`src/rtl/hxb_pkg.sv`:
```
// hxb_pkg: shared types and constants for the hex to base32/base64 re-encoder
`default_nettype none
package hxb_pkg;

  // item command codes
  typedef enum logic [1:0] {
    CMD_IN_LOAD  = 2'd0,
    CMD_OUT_LOAD = 2'd1,
    CMD_DATA     = 2'd2,
    CMD_RSVD     = 2'd3
  } hxb_cmd_t;

  localparam logic [2:0] GRP_B32 = 3'd5;
  localparam logic [2:0] GRP_B64 = 3'd6;
  localparam logic [3:0] NIBBLE  = 4'd4;
  localparam logic [1:0] Q_DEPTH = 2'd2;

  // one pending result: output alphabet index and end flag
  typedef struct packed {
    logic [5:0] grp;
    logic       eos;
  } hxb_grp_t;

  // what the packer hands back for one data word
  typedef struct packed {
    logic [1:0] num;
    hxb_grp_t   res_a;
    hxb_grp_t   res_b;
    logic [4:0] buf_nxt;
    logic [2:0] cnt_nxt;
  } hxb_pack_t;

endpackage
`default_nettype wire

```
`src/rtl/hxb_packer.sv`:
```
// hxb_packer: appends one hex digit to the bit buffer and cuts out groups
`default_nettype none
module hxb_packer import hxb_pkg::*; (
  input  wire logic       mode64,
  input  wire logic [4:0] bit_buf,
  input  wire logic [2:0] bit_cnt,
  input  wire logic [3:0] digit,
  input  wire logic       last,
  output hxb_pack_t       pack
);

  logic [2:0] g;
  logic [8:0] acc;
  logic [3:0] nc;
  logic       full;
  logic [3:0] rem;
  logic [8:0] grp_sh;
  logic [5:0] grp_full;
  logic [8:0] rem_mask;
  logic [4:0] rem_buf;
  logic [8:0] tail_sh;
  logic [5:0] grp_tail;
  logic       tail_en;

  always_comb begin
    g        = mode64 ? GRP_B64 : GRP_B32;
    acc      = {bit_buf, digit};
    nc       = {1'b0, bit_cnt} + NIBBLE;
    full     = (nc >= {1'b0, g});
    rem      = full ? (nc - {1'b0, g}) : nc;
    grp_sh   = acc >> (full ? rem : 4'd0);
    grp_full = mode64 ? grp_sh[5:0] : {1'b0, grp_sh[4:0]};
    rem_mask = (9'd1 << rem) - 9'd1;
    rem_buf  = acc[4:0] & rem_mask[4:0];
    // partial group padded with zeros at its low end
    tail_sh  = {4'd0, rem_buf} << ({1'b0, g} - rem);
    grp_tail = mode64 ? tail_sh[5:0] : {1'b0, tail_sh[4:0]};
    tail_en  = last && (rem != 4'd0);

    pack.res_a.grp = full ? grp_full : grp_tail;
    pack.res_a.eos = full ? (last && (rem == 4'd0)) : 1'b1;
    pack.res_b.grp = grp_tail;
    pack.res_b.eos = 1'b1;
    pack.num       = {1'b0, full} + {1'b0, tail_en};
    pack.buf_nxt   = last ? 5'd0 : rem_buf;
    pack.cnt_nxt   = last ? 3'd0 : rem[2:0];
  end

endmodule
`default_nettype wire

```
`src/rtl/hex_to_base32_64_reencoder_core.sv`:
```
// hex_to_base32_64_reencoder_core: top level of the hex to base32/base64 re-encoder
//
//   channel | ports                                          | dir
//   --------+------------------------------------------------+-----
//   in      | in_valid/in_ready, command, symbol, digit, last | in
//   out     | out_valid/out_ready, out_char, end_of_string    | out
//   cfg     | cfg_valid/cfg_ready, cfg_data (base64 mode)     | in
//
// one input word per cycle when in_ready; a data word gives 0, 1 or 2 result words
// result words leave at one per cycle while out_ready is high, as set by the single
// output alphabet read port; out_valid rises after read stage, queue and output reg
// an output alphabet load waits while data words are still in flight
// rst_n is synchronous; the input alphabet clears through per-entry valid bits
`default_nettype none
module hex_to_base32_64_reencoder_core import hxb_pkg::*; (
  input  wire logic       clk,
  input  wire logic       rst_n,
  input  wire logic       in_valid,
  output logic            in_ready,
  input  wire logic [1:0] in_command,
  input  wire logic [7:0] in_symbol,
  input  wire logic [5:0] in_digit_index,
  input  wire logic       in_last,
  output logic            out_valid,
  input  wire logic       out_ready,
  output logic [7:0]      out_char,
  output logic            out_end_of_string,
  input  wire logic       cfg_valid,
  output logic            cfg_ready,
  input  wire logic       cfg_data
);

  // alphabets
  logic [3:0] imem [256];
  logic [255:0] ivld_r;
  logic [7:0] omem [64];

  // config
  logic mode64_r;

  // read stage
  logic       s1_valid_r;
  logic       s1_last_r;
  logic [3:0] s1_dig_r;
  logic       s1_vld_r;

  // bit accumulator
  logic [4:0] bbuf_r;
  logic [2:0] bcnt_r;

  // result queue
  hxb_grp_t   q0_r, q1_r, q0_nxt, q1_nxt;
  logic [1:0] q_cnt_r, q_cnt_nxt;

  // output register
  logic       out_valid_r;
  logic [7:0] out_char_r;
  logic       out_eos_r;

  logic      in_fire;
  logic      data_fire;
  logic      pending;
  logic      s1_move;
  logic      s1_fire;
  logic      s1_free;
  logic      out_ld;
  logic [3:0] digit;
  logic [2:0] q_fill;
  hxb_pack_t pack;

  assign cfg_ready = 1'b1;

  always_ff @(posedge clk) begin
    if (!rst_n) begin
      mode64_r <= 1'b0;
    end else if (cfg_valid && cfg_ready) begin
      mode64_r <= cfg_data;
    end
  end

  // handshake
  assign pending   = s1_valid_r || (q_cnt_r != 2'd0);
  assign s1_free   = !s1_valid_r || s1_move;
  assign in_ready  = s1_free && !((in_command == CMD_OUT_LOAD) && pending);
  assign in_fire   = in_valid && in_ready;
  assign data_fire = in_fire && (in_command == CMD_DATA);

  // input alphabet: write on load, registered read on data word
  always_ff @(posedge clk) begin
    if (in_fire && (in_command == CMD_IN_LOAD)) begin
      imem[in_symbol] <= in_digit_index[3:0];
    end
    if (data_fire) begin
      s1_dig_r <= imem[in_symbol];
      s1_vld_r <= ivld_r[in_symbol];
      s1_last_r <= in_last;
    end
  end

  always_ff @(posedge clk) begin
    if (!rst_n) begin
      ivld_r <= '0;
    end else if (in_fire && (in_command == CMD_IN_LOAD)) begin
      ivld_r[in_symbol] <= 1'b1;
    end
  end

  always_ff @(posedge clk) begin
    if (!rst_n) begin
      s1_valid_r <= 1'b0;
    end else if (s1_free) begin
      s1_valid_r <= data_fire;
    end
  end

  // never-loaded symbol reads as digit zero
  assign digit = s1_vld_r ? s1_dig_r : 4'd0;

  hxb_packer u_packer (
    .mode64  (mode64_r),
    .bit_buf (bbuf_r),
    .bit_cnt (bcnt_r),
    .digit   (digit),
    .last    (s1_last_r),
    .pack    (pack)
  );

  // read stage advances only when its results fit in the queue after this cycle's pop
  assign out_ld  = (q_cnt_r != 2'd0) && (!out_valid_r || out_ready);
  assign q_fill  = {1'b0, q_cnt_r} - {2'b00, out_ld} + {1'b0, pack.num};
  assign s1_move = (q_fill <= {1'b0, Q_DEPTH});
  assign s1_fire = s1_valid_r && s1_move;

  always_ff @(posedge clk) begin
    if (!rst_n) begin
      bbuf_r <= 5'd0;
      bcnt_r <= 3'd0;
    end else if (s1_fire) begin
      bbuf_r <= pack.buf_nxt;
      bcnt_r <= pack.cnt_nxt;
    end
  end

  // queue: pop from the head, then append new results behind what is left
  always_comb begin
    q0_nxt    = q0_r;
    q1_nxt    = q1_r;
    q_cnt_nxt = q_cnt_r;
    if (out_ld) begin
      q0_nxt    = q1_r;
      q_cnt_nxt = q_cnt_r - 2'd1;
    end
    if (s1_fire) begin
      case (pack.num)
        2'd1: begin
          if (q_cnt_nxt == 2'd0) begin
            q0_nxt = pack.res_a;
          end else begin
            q1_nxt = pack.res_a;
          end
        end
        2'd2: begin
          q0_nxt = pack.res_a;
          q1_nxt = pack.res_b;
        end
        default: begin
        end
      endcase
      q_cnt_nxt = q_cnt_nxt + pack.num;
    end
  end

  always_ff @(posedge clk) begin
    q0_r <= q0_nxt;
    q1_r <= q1_nxt;
    if (!rst_n) begin
      q_cnt_r <= 2'd0;
    end else begin
      q_cnt_r <= q_cnt_nxt;
    end
  end

  // output alphabet: write on load, registered read into the output register
  always_ff @(posedge clk) begin
    if (in_fire && (in_command == CMD_OUT_LOAD)) begin
      omem[in_digit_index] <= in_symbol;
    end
    if (out_ld) begin
      out_char_r <= omem[q0_r.grp];
      out_eos_r  <= q0_r.eos;
    end
  end

  always_ff @(posedge clk) begin
    if (!rst_n) begin
      out_valid_r <= 1'b0;
    end else if (out_ld) begin
      out_valid_r <= 1'b1;
    end else if (out_ready) begin
      out_valid_r <= 1'b0;
    end
  end

  assign out_valid         = out_valid_r;
  assign out_char          = out_char_r;
  assign out_end_of_string = out_eos_r;

  // queue never holds more than two results
  a_q_depth: assert property (@(posedge clk) disable iff (!rst_n)
    q_cnt_r != 2'd3)
    else $error("result queue overflow");

  // buffered bit count stays below the base64 group size
  a_bcnt_range: assert property (@(posedge clk) disable iff (!rst_n)
    bcnt_r <= 3'd5)
    else $error("bit count out of range");

  // a last data word flushes the accumulator
  a_flush: assert property (@(posedge clk) disable iff (!rst_n)
    s1_fire && s1_last_r |=> (bcnt_r == 3'd0) && (bbuf_r == 5'd0))
    else $error("accumulator not flushed after last");

  // output alphabet loads only land with no data word in flight
  a_oload_order: assert property (@(posedge clk) disable iff (!rst_n)
    in_fire && (in_command == CMD_OUT_LOAD) |=> (q_cnt_r == 2'd0) && !s1_valid_r)
    else $error("output alphabet load overtook data");

endmodule
`default_nettype wire
```
`config.mk`:
```
export PLATFORM = sky130hd
export DESIGN_NAME = hex_to_base32_64_reencoder_core
export DESIGN_NICKNAME = d
export VERILOG_FILES = /design/src/rtl/hxb_pkg.sv /design/src/rtl/hxb_packer.sv /design/src/rtl/hex_to_base32_64_reencoder_core.sv
export SDC_FILE = /design/constraint.sdc
export NUM_CORES = 2
export LEC_CHECK = 0
export BUFFER_PORTS_ARGS = -buffer_cell sky130_fd_sc_hd__buf_2
export CAP_MARGIN = 20
export CORE_ASPECT_RATIO = 1.2
export CORE_UTILIZATION = 35
export DETAILED_ROUTE_END_ITERATION = 7
export SLEW_MARGIN = 25
export SYNTH_ARGS = -nofsm -noshare
export SYNTH_HDL_FRONTEND = slang
export SYNTH_SLANG_ARGS = --single-unit
```
`constraint.sdc`:
```
create_clock -name clk -period 7.45 [get_ports clk]
set_clock_uncertainty 0.2 [all_clocks]
set_input_delay 1.49 -clock clk [delete_from_list [all_inputs] [get_ports clk]]
set_output_delay 1.49 -clock clk [all_outputs]
set_load 0.02 [all_outputs]
```
==> results.txt <==
* Shortest clock period the worst path allows after layout: 6780 ps
- The cell count after synthesis came out at around 3900.
* Maximum VDD drop: between 0.0002 and 0.00025 V
- The die is 499 um tall.
- STA classifies the critical path startpoint as a register.
- The number of global-route vias before repair came to roughly 38000.
- In the global route stage, overall resource usage came out at between 10% and 20%.
- Measured along the x axis, the die boundary spans 416 um.
* Static leakage power: 25.6 nW
* Routed via count divided by cell count: between 5 and 6
* Met3 Usage GRT: 3.42%
- Area of the core region: 0.205 mm2
- The number of antenna violations at the first check in global routing was 9.
- The number of nets in the synthesized netlist is 3930.
* # placed instances: 6473
- Clock latency at the later pin of the worst-skew pair: 810 ps
- The share of the Yosys chip area taken by registers is 72.5%.
* Residual overflow from global routing: 0
- Met2 usage in global routing: 30.7%
- The wire-length estimate of the detail-placed layout is around 120000 um.
- Crit end category: output port
- For this run, the share of the core covered by cells in the final layout is 39.8%.
- Summed over all layers, the routed wires come to 190000 um.
* Min setup slack post-route: 671 ps
- Before antenna repair, the detailed router went through 8 iterations.
- Maximum number of pins on one net before global-route repair: 186
- After clock tree synthesis, the repair step resized 0 gates.
* Post-synthesis instance area: slightly above 0.07 mm2
- Cell area after layout: 0.0816 mm2
- Once detail routing completed, the nets flagged for antenna violations numbered 0.
- The completed layout was analyzed and its total power is 23.6 mW.
* Met1 routing resource usage after global routing: between 20% and 30%
- Cell count of the worst reg-to-reg path: 22
- Library cell with the highest instance count after synthesis: edfxtp_1
* Post-synth top area share: 64.9%
- Number of remaining DRC errors: 0
- The clock passes through at most 3 buffers.
- Number of fillers in the final layout: 18350
* Layout cells sized above 1: approximately a fifth
* CP Max Fanout: 15
- In this run, synthesis inferred 1558 flip-flops with an integrated enable.
- Registers take 0.0523 mm2.
- Timing analysis after detailed placement gives a worst setup slack of ~760 ps.
- CP Data Arrival Time: 5090 ps
* Commonest cells in the synthesized netlist: edfxtp_1 (1558), mux4_2 (442), nor2_1 (382)
* Number of max-slew violations in the final report: 0
- Cell type contributing the most total cell area after synthesis: edfxtp_1
* Final GP Congestion: 0.839
- I/O pin count: 35
- After detailed routing, the average wire length per cell comes to roughly 28 um.
- Cell area reported after detailed placement: 0.0756 mm2
- Worst max-slew margin expressed relative to the limit: 21.1%
- Clock-pin slew was measured on the worst setup and hold paths at 60 ps.
- The H-tree was split into 4 levels.
- Final-report hold violation count: 0
- Post-Layout Cell Count: 6810
* Root Buffer Master: clkbuf_16
- Adding up every negative setup slack in the final design gives 0 ps.
- After floorplanning, the core was divided into 182 placement rows.
* Number of vias in the routed layout: 37662
- Along the worst hold path, the cell count comes to 0.
- Effective utilization at floorplan: 35.2%
- TritonCTS built the clock tree.
* Required time at the worst-slack endpoint: about 5800 ps
- The clock drives 1834 sinks.
- Number of buffer cells added on primary ports: 33
- Sorting the synthesized cells by area gives the leading types as edfxtp_1 (65%), mux4_2 (14%), dfxtp_1 (7.7%).
- The first global-routing pass estimated 275000 um of wire.
- After clock tree synthesis, the setup repair step added 0 buffers.
* Seq cells post-synth: 1834
- Average footprint of a synthesized cell: 18.5 um2
- Detailed router's first-iteration violation count: 4026
* # setup viols final: 0
- Setup slack, reg-to-reg: approximately 720 ps
* Count of warnings emitted by yosys: 0
- Area growth from synthesis to layout: 13.1%
- Most used flip-flop cell after synthesis: edfxtp_1
- In the synthesized netlist the async set-or-reset flop fraction comes to 0%.
- Max capacitance violation total: 0
- Period utilisation layout: 91.0%
- Setup repair after global routing left no endpoint under its margin.
* Crit path kind: reg2out
- Hold_buf cts: 0
- The die covers 0.208 mm2.
* Pwr Density: just under 300 mW/mm2
* Run status: completed
- Yosys cell types: 76
- HP Class: reg2reg
* Footprint of the multi-input gates: 0.0187 mm2
* Final Hold Slack: 233 ps
- Based on the critical path, the design can be clocked at up to 0.148 GHz.
- Number of clock buffers inserted by TritonCTS: 179
- Total Nets Final: 4024
- At the pin with the least slew margin, the transition time is ~1200 ps.
* Global route hottest layer: met2
-- report_power, final --
group | total (mW) | switching (mW) | internal [mW] | leakage, nW
clock | 9.14 | 3.90 | 5.24 | 2.89
combinational | 3.06 | 1.67 | 1.39 | 6.43
sequential | 11.4 | 0.165 | 11.2 | 16.2
total | 23.6 | 5.74 | 17.9 | 25.6
-- cell usage in the layout (no fill, tap or decap), drive strengths merged, types with 17 or more instances in the layout --
cell / Yosys / routed
a21oi: 52 / 52
a22oi: 125 / 125
buf: 102 / 143
clkbuf: 132 / 250
clkinv: 1 / 60
dfxtp: 276 / 276
edfxtp: 1558 / 1558
inv: 20 / 29
mux2i: 126 / 126
mux4: 447 / 447
nand2: 79 / 79
nand2b: 17 / 17
nand3: 56 / 56
nand4: 21 / 21
nor2: 382 / 382
nor2b: 23 / 23
o21a: 258 / 258
-- routing by layer --
layer  share of wire (%)  routed length, um  vias up
met5                   0                  0        -
met4                 2.7               5090        0
met3                 6.8              12900      289
met2                  50              95400     1396
met1                  40              76500    20033
li1                    -                  -    15944
-- worst max-delay path, cell delays in order (launching register included) --
cell	delay (ps)
dfxtp_1	310
inv_1	230
ha_1	210
inv_1	50
fa_1	360
inv_1	60
ha_1	440
a21oi_1	190
nand2_1	140
nand2_1	90
ha_1	380
inv_1	90
ha_1	270
inv_1	60
ha_1	140
inv_1	50
fa_1	430
xor2_1	230
nand3_1	110
a21oi_1	200
buf_2	200
-- worst paths after layout --
kind	start	end
setup reg to reg	mode64_r	imem[65][1]
hold reg to reg	q0_r[0]	out_end_of_string
hold / removal	q0_r[0]	out_end_of_string
setup / recovery	mode64_r	in_ready
-- layout make-up --
cell class | count | area share (%)
Sequential cell | 1834 | 64.1
Tap cell | 2668 | 4.09
Clock inverter | 87 | 1.19
Inverter | 21 | 0.0966
Timing Repair Buffer | 147 | 1.53
Antenna cell | 4 | 0.0123
Clock buffer | 246 | 6.08
Multi-Input combinational cell | 1803 | 22.9
-- registers in the layout, summed over array words and instances (netlist names) --
name               cells
s1_dig_r               4
s1_vld_r               1
mode64_r               1
bcnt_r                 3
ivld_r               256
imem                1024
bbuf_r                 5
out_end_of_string      1
s1_last_r              1
out_char               8
out_valid              1
q0_r                   7
s1_valid_r             1
q1_r                   7
omem                 512
q_cnt_r                2
-- logic make-up (layout without fill, tap and decap cells) --
group / Yosys count / after routing / synth area share [%]
adders and majority gates: 15 / 15 / 0.281
xor gates and xnor gates: 10 / 10 / 0.121
buffers and inverters: 255 / 501 / 1.68
DFF: 1834 / 1834 / 72.5
and+or+nand+nor: 650 / 650 / 3.98
other: 1 / 5 / 0.00520
AOI/OAI and AO/OA: 547 / 547 / 5.57
muxes: 580 / 580 / 15.8
Note: power is estimated with default switching activity, not from simulation.
